===== src/sv/median_split_contrast_assert.svh =====
// Assertion macros for the contrast block.
`ifndef MEDIAN_SPLIT_CONTRAST_ASSERT_SVH
`define MEDIAN_SPLIT_CONTRAST_ASSERT_SVH

// same-cycle implication
`define MSC_ASSERT_IMPLY(label, clk, rst, ante, cons, msg) \
   label: assert property (@(posedge clk) disable iff (rst) (ante) |-> (cons)) \
      else $error(msg);

// next-cycle implication
`define MSC_ASSERT_NEXT(label, clk, rst, ante, cons, msg) \
   label: assert property (@(posedge clk) disable iff (rst) (ante) |=> (cons)) \
      else $error(msg);

`endif


===== src/sv/msc_pkg.sv =====
package msc_pkg;

   localparam int CHAN_W = 8;
   localparam int GAIN_W = 16;
   localparam int CSR_INDEX_W = 1;
   localparam int GRAY_ACC_W = 22;

   localparam logic [CSR_INDEX_W-1:0] CSR_GAIN = 1'b0;
   localparam logic [CSR_INDEX_W-1:0] CSR_INV_GAIN = 1'b1;

   localparam logic OP_COUNT = 1'b0;
   localparam logic OP_APPLY = 1'b1;

   localparam logic [GAIN_W-1:0] GAIN_RESET = 16'd256;

   localparam logic [GRAY_ACC_W-1:0] GRAY_K_RED = 22'd4899;
   localparam logic [GRAY_ACC_W-1:0] GRAY_K_GREEN = 22'd9617;
   localparam logic [GRAY_ACC_W-1:0] GRAY_K_BLUE = 22'd1868;
   localparam logic [GRAY_ACC_W-1:0] GRAY_ROUND = 22'd8192;

   typedef struct packed {
      logic              opcode;
      logic [CHAN_W-1:0] pixel_blue;
      logic [CHAN_W-1:0] pixel_green;
      logic [CHAN_W-1:0] pixel_red;
      logic              last_pixel;
   } req_word_type;

   typedef struct packed {
      logic [CHAN_W-1:0] out_blue;
      logic [CHAN_W-1:0] out_green;
      logic [CHAN_W-1:0] out_red;
      logic [CHAN_W-1:0] median_level;
      logic              frame_end;
   } rsp_word_type;

   typedef struct packed {
      logic rd_en;
      logic wr_en;
      logic clear;
   } hist_cmd_type;

   typedef enum logic [3:0] {
      S_IDLE,
      S_GRAY,
      S_READ,
      S_WRITE,
      S_SCAN_START,
      S_SCAN,
      S_MUL,
      S_OUT
   } state_type;

   function automatic logic [CHAN_W-1:0] gray_of(input req_word_type w);
      logic [GRAY_ACC_W-1:0] acc;
      acc = GRAY_ACC_W'(w.pixel_red) * GRAY_K_RED
          + GRAY_ACC_W'(w.pixel_green) * GRAY_K_GREEN
          + GRAY_ACC_W'(w.pixel_blue) * GRAY_K_BLUE
          + GRAY_ROUND;
      return acc[GRAY_ACC_W-1:GRAY_ACC_W-CHAN_W];
   endfunction

endpackage


===== src/sv/msc_scale.sv =====
module msc_scale (
   input  logic                  clock,
   input  logic                  load,
   input  msc_pkg::req_word_type pixel,
   input  logic [15:0]           gain,
   output logic [7:0]            out_blue,
   output logic [7:0]            out_green,
   output logic [7:0]            out_red
);
   import msc_pkg::*;

   localparam int PROD_W = CHAN_W + GAIN_W;

   logic [PROD_W-1:0] blue_prod_ff;
   logic [PROD_W-1:0] green_prod_ff;
   logic [PROD_W-1:0] red_prod_ff;

   function automatic logic [CHAN_W-1:0] sat(input logic [PROD_W-1:0] p);
      logic [GAIN_W-1:0] v;
      v = p[PROD_W-1:CHAN_W];
      return (v > GAIN_W'(255)) ? '1 : v[CHAN_W-1:0];
   endfunction

   always_ff @(posedge clock) begin
      if (load) begin
         blue_prod_ff <= PROD_W'(pixel.pixel_blue) * PROD_W'(gain);
         green_prod_ff <= PROD_W'(pixel.pixel_green) * PROD_W'(gain);
         red_prod_ff <= PROD_W'(pixel.pixel_red) * PROD_W'(gain);
      end
   end

   assign out_blue = sat(blue_prod_ff);
   assign out_green = sat(green_prod_ff);
   assign out_red = sat(red_prod_ff);

endmodule


===== config.mk =====
export PLATFORM = sky130hd
export DESIGN_NAME = msc_scale
export DESIGN_NICKNAME = d
export VERILOG_FILES = /design/src/sv/median_split_contrast_assert.svh /design/src/sv/msc_pkg.sv /design/src/sv/msc_scale.sv
export SDC_FILE = /design/constraint.sdc
export NUM_CORES = 1
export LEC_CHECK = 0
export ABC_CLOCK_PERIOD_IN_PS = 4600
export BUFFER_PORTS_ARGS = -buffer_cell sky130_fd_sc_hd__buf_2
export CORE_AREA = 2 2 137 193
export CTS_BUF_LIST = sky130_fd_sc_hd__clkbuf_16
export DETAILED_ROUTE_END_ITERATION = 7
export DIE_AREA = 0 0 139 195
export PLACE_DENSITY = 0.74
export SYNTH_ARGS = -nofsm -noshare
export SYNTH_HDL_FRONTEND = slang
export SYNTH_SLANG_ARGS = --single-unit

===== constraint.sdc =====
create_clock -name clock -period 4.6 [get_ports clock]
set_clock_uncertainty 0.05 [all_clocks]
set_input_delay 0.46 -clock clock [delete_from_list [all_inputs] [get_ports clock]]
set_output_delay 0.46 -clock clock [all_outputs]
set_load 0.005 [all_outputs]

## Yosys cells after proc, flatten, opt, wreduce, memory -nomap -nowiden

Cells that the tools add are included.

- Flip-flop bits (word level): 72
- Logic and storage cells: 12
- Output and inout bits: 24

- $mul: 3
- Order comparisons: 3
- Multiplexer cells: 3

Operators with widths:

| cell | count |
|---|---|
| 8-bit by 16-bit multiplier with 24-bit output | 3 |
| 16-bit by 8-bit > comparator with 1-bit output, second input constant | 3 |
| 8-bit 2-to-1 mux | 3 |

## Longest topological paths before layout

- Word-level depth: 2
- Gate-level depth with buffers: 18

## Worst setup path before layout

OpenSTA, ideal clock, no wires.

- Kind: input -> register
- Start point: in pixel[11] in the netlist's numbering
- End point: reg green_prod_ff[23] (data pin)
- Path buffers: 1
- Data arrival time: 4395 ps
- Cell stages on the path: 16
- Slack: -104 ps
- Cells stage by stage: clkbuf_1 > nand2_1 > fa_1 > inv_1 > fa_1 > fa_1 > inv_1 > fa_1 > inv_1 > ha_1 > a21oi_1 > o22ai_1 > a211oi_4 > o211ai_2 > a211o_1 > xnor2_1

- Cells in the longest elaborated chain, start to end: 1

RTL lines:

| element | line | RTL |
|---|---|---|
| start, declared | msc_scale.sv:4 | `input msc_pkg::req_word_type pixel,` |
| 8-bit by 16-bit multiplier with 24-bit output | msc_scale.sv:27 | `green_prod_ff <= PROD_W'(pixel.pixel_green) * PROD_W'(gain);` |
| end signal, assigned | msc_scale.sv:27 |  |
| end, declared | msc_scale.sv:15 | `logic [PROD_W-1:0] green_prod_ff;` |

Every way passes these cells.
A chain may end at the register's enable or synchronous reset.

## Final worst setup path

- Start point: in pixel[16] in the netlist's numbering
- End point: reg green_prod_ff[20] (data pin)

Same word-level chain as after synthesis.

==> reports/metrics.cfg <==
[place]
numPlacedInstances=1980
port_buffers=65
globalplace.congestion=0.875
pre_cts_ws_ns=-0.373
hpwl_um=25300

[worst_setup_path]
cp-start-kind=input port
critPathArrivalTime_ns=4.47
crit_path_max_fanout=9
critPathKind=input port to flop
endpoint_kind=flop
required_ns=4.61

[sta]
layout_min_cycle_time_ns=4.46
setup-violations-final=0
worstMarginPinSlew_ns=0.676
slew_headroom=0.550
fmax_mhz=224
hold_violations=0
slew_viol_final=0
rsz0062_at_grt=true
fin_crit_sh=0.971
setup_ws_ns=0.136
hold_slack_ns=0.730
tns_ns=0

[finish]
synthToLayoutAreaGrowth_pct=17.8
layout.filler_cells=2103
register_area_mm2=0.00144
diodes=0
multi_input_area_mm2=0.0110
finish.net_count=2087
final_cells=1991
drive_gt1_frac=0.203

[pwr]
p_int_w=0.00467
power.share.sequential=0.120
p_leak_nw=8.04
pwr-share-comb=0.820
p_per_area_mw_per_mm2=526
vdd_ir_drop_max_uv=399
p_sw_w=0.00374
clock_power_share=0.060
switching_share=0.444

[job]
cap_violations=0

[synthesis]
syn_inst=1475
synth_edf_count=48
synth_area_per_cell_um2=9.20
synth_warnings=0
ys_seq_elements=48
async_reset_ff_frac=0
syn_nets=1891
synth_cell_types=56
syn_area_mm2=0.0136
ys_seq_area_frac=0.106
synthFlopType=edfxtp_1

[clocking]
clock_sinks=48
cts_made_buffers=5
cts_hold_buf=0
root_buffer=clkbuf_16
cts_tree=built
clk_pin_slew_ns=0.07
cts.htree.levels=2
cts_buffer_depth=2

[global_routing]
grt_max_degree=49
grt_pass1_wl_um=52000
met1_usage=0.258
first_global_vias=11700
grt_overflow=0
grt_usage=0.234
antenna_found_initial=0
top_usage_layer=met2
grt_use_met3=0.0204
met2_usage=0.462

[route]
drt-initial-drc-count=433
totalWireLength_um=30300
dr.pass1.iters=5
ant_nets=0
vias_per_cell=5.32
drc=0
vias=10600
wl_per_cell_um=15.2

[floorplan]
core_mm2=0.0252
io_pins=68
initial_utilization=0.538
die_h_um=195
fp.dieW_um=139
rows=69
die_area_mm2=0.0271

[min_path]
hold-path-cell-count=2
hp-start=load
hold_end=red_prod_ff[14]
hold_class=input port to flop

[run_status]
status=finished clean

==> sequential cells by signal (all words and copies together) (netlist names) <==
| signal | count |
|---|---|
| green_prod_ff | 16 |
| red_prod_ff | 16 |
| blue_prod_ff | 16 |
==> metal layers <==
| layer | up-vias | part of all wire |
|---|---|---|
| met2 | 234 | 0.57 |
| li1 | 4936 | - |
| met1 | 5371 | 0.37 |
| met5 | - | 0 |
| met4 | 0 | 0.029 |
| met3 | 59 | 0.032 |
==> Yosys cell counts, drive strengths merged, types with 2 or more instances <==
cell type,number,area share
or3,2,0.00092
and2,290,0.13
a211oi,8,0.0065
a21o,26,0.014
nor3,10,0.0037
ha,123,0.11
or2,24,0.011
a2111oi,4,0.0040
clkbuf,65,0.018
a221oi,4,0.0035
fa,249,0.37
inv,286,0.079
o21a,2,0.0011
nand4b,2,0.0013
a21oi,42,0.016
o211ai,7,0.0046
a31oi,8,0.0037
nand2,108,0.030
xnor2,33,0.021
xor2,9,0.0058
and3,10,0.0053
nor2,30,0.0083
nand4,9,0.0041
o21bai,7,0.0039
nor2b,6,0.0028
nor4,8,0.0041
nand2b,2,0.00092
nand3,8,0.0030
a211o,2,0.0013
o21ai,27,0.011
edfxtp,48,0.11
o311ai,3,0.0019
==> power groups by stage <==
| stage | Combinational, W | Clock [W] | Sequential, W |
|---|---|---|---|
| floorplan | 0.00432 | 0 | 0.00100 |
| global placement | 0.00633 | 0 | 0.00101 |
| detailed placement | 0.00653 | 0 | 0.00102 |
| CTS | 0.00661 | 0.000512 | 0.00101 |
| global route | 0.00782 | 0.000530 | 0.00103 |
| finish | 0.00690 | 0.000506 | 0.00101 |
==> placed cells by master, fill, tap and decap left out, types with 4 or more instances in the layout <==
master | synthesis | routed
inv_1 | 286 | 286
and2_1 | 290 | 283
nand2_1 | 108 | 107
fa_1 | 249 | 244
nand3_1 | 8 | 7
a211oi_1 | 4 | 4
a21oi_2 | 1 | 5
buf_2 | 1 | 48
clkbuf_16 | 0 | 5
buf_4 | 0 | 194
edfxtp_1 | 48 | 48
nor4_1 | 7 | 7
o211ai_1 | 5 | 5
nor2_1 | 30 | 28
ha_4 | 0 | 4
ha_1 | 123 | 117
fa_2 | 0 | 5
o21ai_2 | 2 | 5
o21bai_1 | 7 | 6
o21ai_0 | 21 | 17
buf_12 | 0 | 4
a21o_1 | 26 | 26
clkbuf_4 | 0 | 7
o21ai_1 | 4 | 4
xnor2_1 | 33 | 33
and3_1 | 8 | 7
xor2_1 | 9 | 9
nor3_1 | 10 | 10
a31oi_1 | 8 | 6
nand4_1 | 9 | 9
nor2b_1 | 6 | 6
or2_2 | 24 | 24
a21oi_1 | 41 | 36
and2_4 | 0 | 7
==> logic make-up after synthesis <==
family          share of synthesized area
compound gates                     0.0775
xor+xnor                           0.0271
fa+ha+maj                           0.481
buf+inv                            0.0975
flops                               0.106
simple gates                        0.211
==> through the flow <==
stage / cell area, µm² / power (W) / util
2_1_floorplan: 13600 / 0.00532 / -
3_3_place_gp: 15500 / 0.00734 / 0.615
3_5_place_dp: 15500 / 0.00755 / 0.615
4_1_cts: 15700 / 0.00813 / 0.624
5_1_grt: 16000 / 0.00938 / 0.634
6_report: 16000 / 0.00841 / 0.634
==> final cells by class <==
cell class,instances,area share
tap,319,0.0250
multi-input combinational,1075,0.690
timing repair buffer,255,0.116
inverter,286,0.0672
clock buffer,5,0.00783
clock inverter,3,0.00430
sequential,48,0.0902
==> critical path, cell delays in order <==
cell and delay [ns]:
buf_2 0.19, and2_4 0.17, fa_1 0.57, fa_2 0.45, fa_1 0.49, inv_1 0.05, fa_1 0.47, inv_1 0.04
ha_1 0.30, and3_4 0.20, and3_4 0.20, a2111oi_4 0.45, nor2_2 0.12, a211oi_2 0.22, xnor2_1 0.10
==> how the worst max path moves through the flow <==
stage / start / slack [ns] / cells past startpoint / endpoint
3_5_place_dp: gain[11] / -0.37 / 15 / red_prod_ff[23]
3_3_place_gp: gain[11] / -0.28 / 15 / red_prod_ff[23]
4_1_cts: gain[7] / 0.0003 / 16 / blue_prod_ff[20]
6_report: pixel[16] / 0.14 / 15 / green_prod_ff[20]
5_1_grt: gain[3] / -0.03 / 16 / red_prod_ff[20]
2_1_floorplan: gain[8] / -0.01 / 15 / green_prod_ff[23]
==> what timing repair did <==
item	4_1_cts	5_1_grt
gates resized for setup	2	74
buffers inserted	0	3
pin swaps	0	20
setup endpoints to repair	5	24
No activity file was read; power rests on OpenSTA's default activity.
